--- config.mk ---
export PLATFORM = sky130hd
export DESIGN_NAME = rational_arithmetic_unit
export DESIGN_NICKNAME = d
export VERILOG_FILES = /design/src/design/rau_pkg.sv /design/src/design/rau_div.sv /design/src/design/rational_arithmetic_unit.sv
export VERILOG_INCLUDE_DIRS = /design/src /design/src/design
export SDC_FILE = /design/constraint.sdc
export NUM_CORES = 1
export LEC_CHECK = 0
export BUFFER_PORTS_ARGS = -buffer_cell sky130_fd_sc_hd__buf_4
export CORE_ASPECT_RATIO = 1.4
export CORE_MARGIN = 2
export CORE_UTILIZATION = 40
export DETAILED_ROUTE_END_ITERATION = 10
export GPL_TIMING_DRIVEN = 0
export PLACE_DENSITY = 0.58
export SETUP_SLACK_MARGIN = 0.1
export SKIP_CTS_REPAIR_TIMING = 1
export SLEW_MARGIN = 20
export SYNTH_ARGS = -nofsm -noshare
export SYNTH_HDL_FRONTEND = slang
export SYNTH_SLANG_ARGS = --single-unit
--- constraint.sdc ---
create_clock -name clk -period 14.25 [get_ports clk]
set_input_delay 0.7125 -clock clk [delete_from_list [all_inputs] [get_ports clk]]
set_output_delay 0.7125 -clock clk [all_outputs]
set_load 0.05 [all_outputs]
--- src/design/rational_arithmetic_unit_defines.svh ---
// ---------------------------------------------------------------------------
// Rational arithmetic unit assertion macros
// Shared concurrent check forms, clocked on clk and disabled during reset.
// ---------------------------------------------------------------------------
`ifndef RATIONAL_ARITHMETIC_UNIT_DEFINES_SVH
`define RATIONAL_ARITHMETIC_UNIT_DEFINES_SVH

// same-cycle implication
`define RAU_ASSERT_NOW(label, ante, cons) \
    label: assert property (@(posedge clk) disable iff (!rst_n) (ante) |-> (cons)) \
        else $error("rau check failed");

// next-cycle implication
`define RAU_ASSERT_NEXT(label, ante, cons) \
    label: assert property (@(posedge clk) disable iff (!rst_n) (ante) |=> (cons)) \
        else $error("rau check failed");

`endif

--- src/design/rau_pkg.sv ---
// ---------------------------------------------------------------------------
// Rational arithmetic unit package
// Widths, mode codes, beat types and sign helpers shared by the unit.
// ---------------------------------------------------------------------------
`timescale 1ns / 1ps

package rau_pkg;

    localparam int OPERAND_WIDTH = 16;
    localparam int RES_W         = 32;
    localparam int MODE_W        = 3;

    localparam logic [MODE_W-1:0] MODE_ADD = 3'd0;
    localparam logic [MODE_W-1:0] MODE_SUB = 3'd1;
    localparam logic [MODE_W-1:0] MODE_MUL = 3'd2;
    localparam logic [MODE_W-1:0] MODE_DIV = 3'd3;
    localparam logic [MODE_W-1:0] MODE_RED = 3'd4;

    typedef logic signed [OPERAND_WIDTH-1:0] opnd_t;
    typedef logic        [OPERAND_WIDTH-1:0] mag_t;
    typedef logic signed [RES_W-1:0]         wide_t;

    typedef struct packed {
        logic [MODE_W-1:0] mode;
        opnd_t             a_num;
        opnd_t             a_den;
        opnd_t             b_num;
        opnd_t             b_den;
    } rau_in_t;

    typedef struct packed {
        wide_t res_num;
        wide_t res_den;
        logic  zero_gcd;
    } rau_out_t;

    typedef struct packed {
        logic go;
        mag_t num;
        mag_t den;
    } div_cmd_t;

    typedef struct packed {
        logic done;
        mag_t quo;
        mag_t rem;
    } div_rsp_t;

    function automatic mag_t mag(input opnd_t v);
        mag_t u;
        u = mag_t'(v);
        return v[OPERAND_WIDTH-1] ? mag_t'(~u + 1'b1) : u;
    endfunction

    function automatic wide_t sext(input opnd_t v);
        return wide_t'(v);
    endfunction

    function automatic wide_t apply_sign(input mag_t m, input logic neg);
        logic [RES_W-1:0] ext;
        ext = RES_W'(m);
        return neg ? wide_t'(~ext + 1'b1) : wide_t'(ext);
    endfunction

endpackage

--- src/design/rau_div.sv ---
// ---------------------------------------------------------------------------
// Rational arithmetic unit divider
// Restoring unsigned divider, one quotient bit per cycle, shared by gcd
// remainder steps and the final reduce quotients.
// ---------------------------------------------------------------------------
`timescale 1ns / 1ps

module rau_div
(
    input  logic              clk,
    input  logic              rst_n,
    input  rau_pkg::div_cmd_t cmd,
    output rau_pkg::div_rsp_t rsp
);

    localparam int W     = rau_pkg::OPERAND_WIDTH;
    localparam int CNT_W = $clog2(W);

    logic              run_reg, run_next;
    logic              done_reg, done_next;
    logic [CNT_W-1:0]  cnt_reg, cnt_next;
    rau_pkg::mag_t     q_reg, q_next;
    rau_pkg::mag_t     r_reg, r_next;
    rau_pkg::mag_t     d_reg, d_next;
    logic [W+1:0]      diff;

    assign diff = {1'b0, r_reg, q_reg[W-1]} - {2'b00, d_reg};

    always_comb
    begin
        run_next  = run_reg;
        done_next = 1'b0;
        cnt_next  = cnt_reg;
        q_next    = q_reg;
        r_next    = r_reg;
        d_next    = d_reg;
        if (cmd.go)
        begin
            run_next = 1'b1;
            cnt_next = CNT_W'(W - 1);
            q_next   = cmd.num;
            r_next   = '0;
            d_next   = cmd.den;
        end
        else if (run_reg)
        begin
            if (!diff[W+1])
            begin
                r_next = diff[W-1:0];
                q_next = {q_reg[W-2:0], 1'b1};
            end
            else
            begin
                r_next = {r_reg[W-2:0], q_reg[W-1]};
                q_next = {q_reg[W-2:0], 1'b0};
            end
            cnt_next = cnt_reg - 1'b1;
            if (cnt_reg == '0)
            begin
                run_next  = 1'b0;
                done_next = 1'b1;
            end
        end
    end

    always_ff @(posedge clk or negedge rst_n)
    begin
        if (!rst_n)
        begin
            run_reg  <= 1'b0;
            done_reg <= 1'b0;
            cnt_reg  <= '0;
        end
        else
        begin
            run_reg  <= run_next;
            done_reg <= done_next;
            cnt_reg  <= cnt_next;
        end
    end

    always_ff @(posedge clk)
    begin
        q_reg <= q_next;
        r_reg <= r_next;
        d_reg <= d_next;
    end

    assign rsp.done = done_reg;
    assign rsp.quo  = q_reg;
    assign rsp.rem  = r_reg;

endmodule

--- src/design/rational_arithmetic_unit.sv ---
// ---------------------------------------------------------------------------
// Rational arithmetic unit
// Add, subtract, multiply and divide of two fractions, or gcd reduction of
// the first, using one multiplier and one iterative divider.
// ---------------------------------------------------------------------------
// channel   ports                    handshake
// in        item                     start, taken when busy is low
// out       result                   done, one-cycle strobe
//
// Add, subtract, multiply, divide: states S_M0, S_M1, S_M2 on the shared multiplier, result in S_M3.
// Unused modes: result the cycle after the beat.
// Reduce: gcd remainder steps on the bit-serial divider (S_RCHK, S_RWT), then
// the numerator and denominator quotients by the gcd (S_G, S_Q1, S_Q2).
// No clearing pass after reset; the receiver cannot stall.
// ---------------------------------------------------------------------------
`timescale 1ns / 1ps
`include "rational_arithmetic_unit_defines.svh"

module rational_arithmetic_unit
(
    input  logic              clk,
    input  logic              rst_n,
    input  logic              start,
    output logic              busy,
    input  rau_pkg::rau_in_t  item,
    output logic              done,
    output rau_pkg::rau_out_t result
);

    localparam int W  = rau_pkg::OPERAND_WIDTH;
    localparam int SW = 4;

    localparam logic [SW-1:0] S_IDLE = 4'd0;
    localparam logic [SW-1:0] S_M0   = 4'd1;
    localparam logic [SW-1:0] S_M1   = 4'd2;
    localparam logic [SW-1:0] S_M2   = 4'd3;
    localparam logic [SW-1:0] S_M3   = 4'd4;
    localparam logic [SW-1:0] S_RCHK = 4'd5;
    localparam logic [SW-1:0] S_RWT  = 4'd6;
    localparam logic [SW-1:0] S_G    = 4'd7;
    localparam logic [SW-1:0] S_Q1   = 4'd8;
    localparam logic [SW-1:0] S_Q2   = 4'd9;

    logic [SW-1:0]       state_reg, state_next;
    logic                done_reg, done_next;
    rau_pkg::rau_in_t    item_reg, item_next;
    rau_pkg::rau_out_t   res_reg, res_next;
    logic                sx_reg, sx_next, sy_reg, sy_next;
    rau_pkg::mag_t       mx_reg, mx_next, my_reg, my_next;
    rau_pkg::wide_t      prod_reg, prod_next;
    rau_pkg::wide_t      num_reg, num_next;
    rau_pkg::opnd_t      mul_a, mul_b;
    rau_pkg::wide_t      mul_p;
    rau_pkg::div_cmd_t   div_cmd;
    rau_pkg::div_rsp_t   div_rsp;
    logic                accept;

    rau_div u_div
    (
        .clk   (clk),
        .rst_n (rst_n),
        .cmd   (div_cmd),
        .rsp   (div_rsp)
    );

    assign busy   = (state_reg != S_IDLE);
    assign accept = start && !busy;
    assign done   = done_reg;
    assign result = res_reg;

    always_comb
    begin
        mul_a = item_reg.a_num;
        mul_b = item_reg.b_den;
        unique case (state_reg)
            S_M0:
            begin
                mul_a = item_reg.a_num;
                mul_b = (item_reg.mode == rau_pkg::MODE_MUL) ? item_reg.b_num : item_reg.b_den;
            end
            S_M1:
            begin
                mul_a = item_reg.b_num;
                mul_b = item_reg.a_den;
            end
            S_M2:
            begin
                mul_a = item_reg.a_den;
                mul_b = (item_reg.mode == rau_pkg::MODE_DIV) ? item_reg.b_num : item_reg.b_den;
            end
            default:
            begin
                mul_a = item_reg.a_num;
                mul_b = item_reg.b_den;
            end
        endcase
    end

    assign mul_p = rau_pkg::sext(mul_a) * rau_pkg::sext(mul_b);

    always_comb
    begin
        state_next  = state_reg;
        done_next   = 1'b0;
        item_next   = item_reg;
        res_next    = res_reg;
        sx_next     = sx_reg;
        sy_next     = sy_reg;
        mx_next     = mx_reg;
        my_next     = my_reg;
        prod_next   = prod_reg;
        num_next    = num_reg;
        div_cmd     = '0;
        unique case (state_reg)
            S_IDLE:
            begin
                if (accept)
                begin
                    item_next = item;
                    sx_next   = item.a_den[W-1];
                    mx_next   = rau_pkg::mag(item.a_den);
                    sy_next   = item.a_num[W-1];
                    my_next   = rau_pkg::mag(item.a_num);
                    case (item.mode) inside
                        rau_pkg::MODE_ADD, rau_pkg::MODE_SUB,
                        rau_pkg::MODE_MUL, rau_pkg::MODE_DIV:
                            state_next = S_M0;
                        rau_pkg::MODE_RED:
                            state_next = S_RCHK;
                        default:
                        begin
                            res_next.res_num  = rau_pkg::sext(item.a_num);
                            res_next.res_den  = rau_pkg::sext(item.a_den);
                            res_next.zero_gcd = 1'b0;
                            done_next         = 1'b1;
                        end
                    endcase
                end
            end
            S_M0:
            begin
                prod_next  = mul_p;
                state_next = S_M1;
            end
            S_M1:
            begin
                num_next   = prod_reg;
                prod_next  = mul_p;
                state_next = S_M2;
            end
            S_M2:
            begin
                case (item_reg.mode)
                    rau_pkg::MODE_ADD: num_next = num_reg + prod_reg;
                    rau_pkg::MODE_SUB: num_next = num_reg - prod_reg;
                    default:           num_next = num_reg;
                endcase
                prod_next  = mul_p;
                state_next = S_M3;
            end
            S_M3:
            begin
                res_next.res_num  = num_reg;
                res_next.res_den  = prod_reg;
                res_next.zero_gcd = 1'b0;
                done_next         = 1'b1;
                state_next        = S_IDLE;
            end
            S_RCHK:
            begin
                if (my_reg == '0)
                    state_next = S_G;
                else
                begin
                    div_cmd.go  = 1'b1;
                    div_cmd.num = mx_reg;
                    div_cmd.den = my_reg;
                    state_next  = S_RWT;
                end
            end
            S_RWT:
            begin
                if (div_rsp.done)
                begin
                    sx_next = sy_reg;
                    mx_next = my_reg;
                    sy_next = sx_reg;
                    my_next = div_rsp.rem;
                    if (div_rsp.rem == '0)
                        state_next = S_G;
                    else
                    begin
                        div_cmd.go  = 1'b1;
                        div_cmd.num = my_reg;
                        div_cmd.den = div_rsp.rem;
                    end
                end
            end
            S_G:
            begin
                if (mx_reg == '0)
                begin
                    res_next.res_num  = rau_pkg::sext(item_reg.a_num);
                    res_next.res_den  = rau_pkg::sext(item_reg.a_den);
                    res_next.zero_gcd = 1'b1;
                    done_next         = 1'b1;
                    state_next        = S_IDLE;
                end
                else
                begin
                    div_cmd.go  = 1'b1;
                    div_cmd.num = rau_pkg::mag(item_reg.a_num);
                    div_cmd.den = mx_reg;
                    state_next  = S_Q1;
                end
            end
            S_Q1:
            begin
                if (div_rsp.done)
                begin
                    num_next    = rau_pkg::apply_sign(div_rsp.quo, item_reg.a_num[W-1] ^ sx_reg);
                    div_cmd.go  = 1'b1;
                    div_cmd.num = rau_pkg::mag(item_reg.a_den);
                    div_cmd.den = mx_reg;
                    state_next  = S_Q2;
                end
            end
            S_Q2:
            begin
                if (div_rsp.done)
                begin
                    res_next.res_num  = num_reg;
                    res_next.res_den  = rau_pkg::apply_sign(div_rsp.quo,
                                                            item_reg.a_den[W-1] ^ sx_reg);
                    res_next.zero_gcd = 1'b0;
                    done_next         = 1'b1;
                    state_next        = S_IDLE;
                end
            end
            default:
                state_next = S_IDLE;
        endcase
    end

    always_ff @(posedge clk or negedge rst_n)
    begin
        if (!rst_n)
        begin
            state_reg <= S_IDLE;
            done_reg  <= 1'b0;
        end
        else
        begin
            state_reg <= state_next;
            done_reg  <= done_next;
        end
    end

    always_ff @(posedge clk)
    begin
        item_reg <= item_next;
        res_reg  <= res_next;
        sx_reg   <= sx_next;
        sy_reg   <= sy_next;
        mx_reg   <= mx_next;
        my_reg   <= my_next;
        prod_reg <= prod_next;
        num_reg  <= num_next;
    end

    `RAU_ASSERT_NOW(a_done_idle, done, !busy)
    `RAU_ASSERT_NEXT(a_accept_moves, accept, busy || done)
    `RAU_ASSERT_NOW(a_zero_gcd_pass, done && result.zero_gcd, result.res_num == 0 && result.res_den == 0)
    `RAU_ASSERT_NOW(a_div_owner, div_rsp.done, state_reg == S_RWT || state_reg == S_Q1 || state_reg == S_Q2)

endmodule

==> flow_metrics.tcl <==
set metrics [dict create \
    required_ps 14560 \
    cp_slowest_cell "nor2_1" \
    synth-async-reset-ratio_pct 3.806 \
    final_max_slew_viol_count 0 \
    antenna_found_initial 1 \
    placed_cell_area_um2 29000 \
    period_share_pct 66.32 \
    cts_buffers 30 \
    grt_max_degree 46 \
    slowest_delay_ps 740 \
    ys_seq_elements 289 \
    largest_reg_flops 67 \
    yosysTopAreaCell "edfxtp_1" \
    cp-start-kind "flop" \
    worstSkewPairLatency_ps 590 \
    drtAntennaViolNets 0 \
    min_period_ps 9450 \
    coreArea_um2 66420 \
    grt_pass1_wl_mm 144.6 \
    syn_area_um2 26740 \
    synth_flop_cell "edfxtp_1" \
    nets 3449 \
    syn_avg_cell_area_um2 9.539 \
    num_vias 22250 \
    synth-edff-count 262 \
    die_area_um2 68960 \
    critPathMaxFanout 10 \
    grt_overflow 0 \
    clkTransAtPathRegs_ps 70 \
    worst_ep_arrival_time_ps 9760 \
    path_class "flop to flop" \
    area_growth_pct 12.42 \
    place_hpwl_mm 79.27 \
    grt_pass1_vias 23140 \
    clock-sinks 289 \
    post_drt_wl_per_cell_um 25.26 \
    io_buffers 136 \
    cts.path.max_buffers 3 \
    start_util_pct 40.25 \
    via_per_inst 5.769 \
    cts_max_level 1 \
    hp-class "input port to flop" \
    synth_nets 3274 \
    max_slew_margin_pct 21.34 \
    grt_use_total_pct 28.39 \
    cts_root_buf "clkbuf_16" \
    grt_setup_unrepaired "false" \
    ios 137 \
    cpMostUsedCell "fa_1" \
    drt-total-wl_mm 97.42 \
    syn_inst 2803 \
    tritoncts "built" \
    setup_viol 0 \
    final.fill_count 6463 \
    rows 112 \
    finalHoldViolations 0 \
    timing.fmax_ghz 0.1058 \
    drive_gt1_share_pct 7.797 \
    drtPass1Iterations 8 \
    ys_top_cells_by_area "edfxtp_1, fa_1, ha_1" \
    final_area_um2 30060 \
    finalNonFillerCells 3857 \
    yosysSeqAreaShare_pct 31.65 \
    tns_ps 0 \
    cap_violations 0 \
    synth_top_area_share_pct 29.43 \
    worstMarginPinSlew_ps 1168 \
    synth_most_common_cell "inv_1" \
    drt_iter0_drc 1923 \
    die-width_um 222.5 \
    place_inst 3800 \
    clock-skew-final_ps 20.79 \
    worstSetupEndpointType "flop" \
    globalplace.congestion 0.9922 \
    status "completed" \
    drc 0 \
    fin_util_pct 45.25 \
    synth_cell_types 78 \
    multi_input_area_um2 16370 \
    die_h_um 309.9 \
    yosys_warnings 0 \
    synthTopCellsByCount "inv_1, nand2_1, fa_1" \
    regArea_um2 8463 \
]
placed cells by master, fill, tap and decap left out, types with 16 or more instances in the layout:
cell / Yosys / routed
nor4_1: 23 / 23
a22oi_1: 53 / 53
nand2b_1: 28 / 28
edfxtp_1: 262 / 262
o21a_1: 18 / 18
or3_1: 22 / 22
inv_1: 383 / 381
a21o_1: 79 / 79
nand2_1: 347 / 346
buf_4: 0 / 136
ha_1: 137 / 137
a222oi_1: 30 / 30
nor2_1: 260 / 259
a21oi_1: 123 / 123
nand3_1: 19 / 19
xor2_1: 67 / 67
clkbuf_1: 106 / 106
xnor2_1: 121 / 121
o21ai_0: 154 / 154
dfxtp_1: 16 / 16
o31ai_1: 20 / 20
fa_1: 264 / 264
clkbuf_16: 0 / 31
mux2i_1: 22 / 22
o211ai_1: 20 / 20
nor3_1: 22 / 22
final timing paths:
path	startpoint	to	slack (ps)	cells past startpoint
setup reg to reg	state_reg[2]	prod_reg[31]	4800	28
max in group asynchronous	rst_n	u_div.cnt_reg[0]	13580	2
hold / removal	item[12]	item_reg[12]	310	1
setup / recovery	state_reg[2]	prod_reg[31]	4800	28
min in group asynchronous	rst_n	state_reg[3]	500	2
hold reg to reg	u_div.cnt_reg[3]	u_div.cnt_reg[3]	550	2
kinds of logic (layout without fill, tap and decap cells):
logic type	count (synthesis)	count (layout)	synth area share [%]
and+or+nand+nor	793	793	12.99
muxes	26	26	0.9921
other	0	1	0
adders and majority gates	401	401	26.18
DFF	289	289	31.65
buffers and inverters	505	703	7.216
AOI/OAI and AO/OA	601	601	14.81
xor gates and xnor gates	188	188	6.158
final cells by class:
class | count | area share [%]
Sequential cell | 289 | 28.16
Timing Repair Buffer | 143 | 3.888
Antenna cell | 1 | 0.008325
Clock inverter | 24 | 0.9116
Clock buffer | 31 | 2.581
Buffer | 121 | 1.623
Tap cell | 855 | 3.559
Inverter | 384 | 4.804
Multi-Input combinational cell | 2009 | 54.47
per-layer routing:
| layer | global-route usage, % | vias up | share of wire, % | wire (um) |
|---|---|---|---|---|
| met5 | 0 | - | 0 | 0 |
| met4 | 19.71 | 0 | 8.0 | 7810 |
| met3 | 2.550 | 269 | 5.0 | 4839 |
| met2 | 52.26 | 902 | 51 | 50140 |
| met1 | 30.93 | 11220 | 36 | 34630 |
| li1 | - | 9865 | - | - |
worst max-delay path, delay by kind of cell (launching register included):
kind / cells / cell delay [ps]
adders and majority gates: 7 / 3510
and+or+nand+nor: 6 / 2080
xor gates and xnor gates: 1 / 120
AOI/OAI and AO/OA: 8 / 1820
DFF: 1 / 360
buffers and inverters: 6 / 1220
through the flow:
step | setup slack, ps | hold WS [ps]
floorplan | 6903 | 416.9
global placement | 4951 | 506.2
detailed placement | 4878 | 530.7
CTS | 4835 | -75.48
global route | 4264 | 293.1
finish | 4800 | 307.3
Power is not shown: default switching activity piles up to over one toggle a cycle in this logic, so the estimate is an artifact.
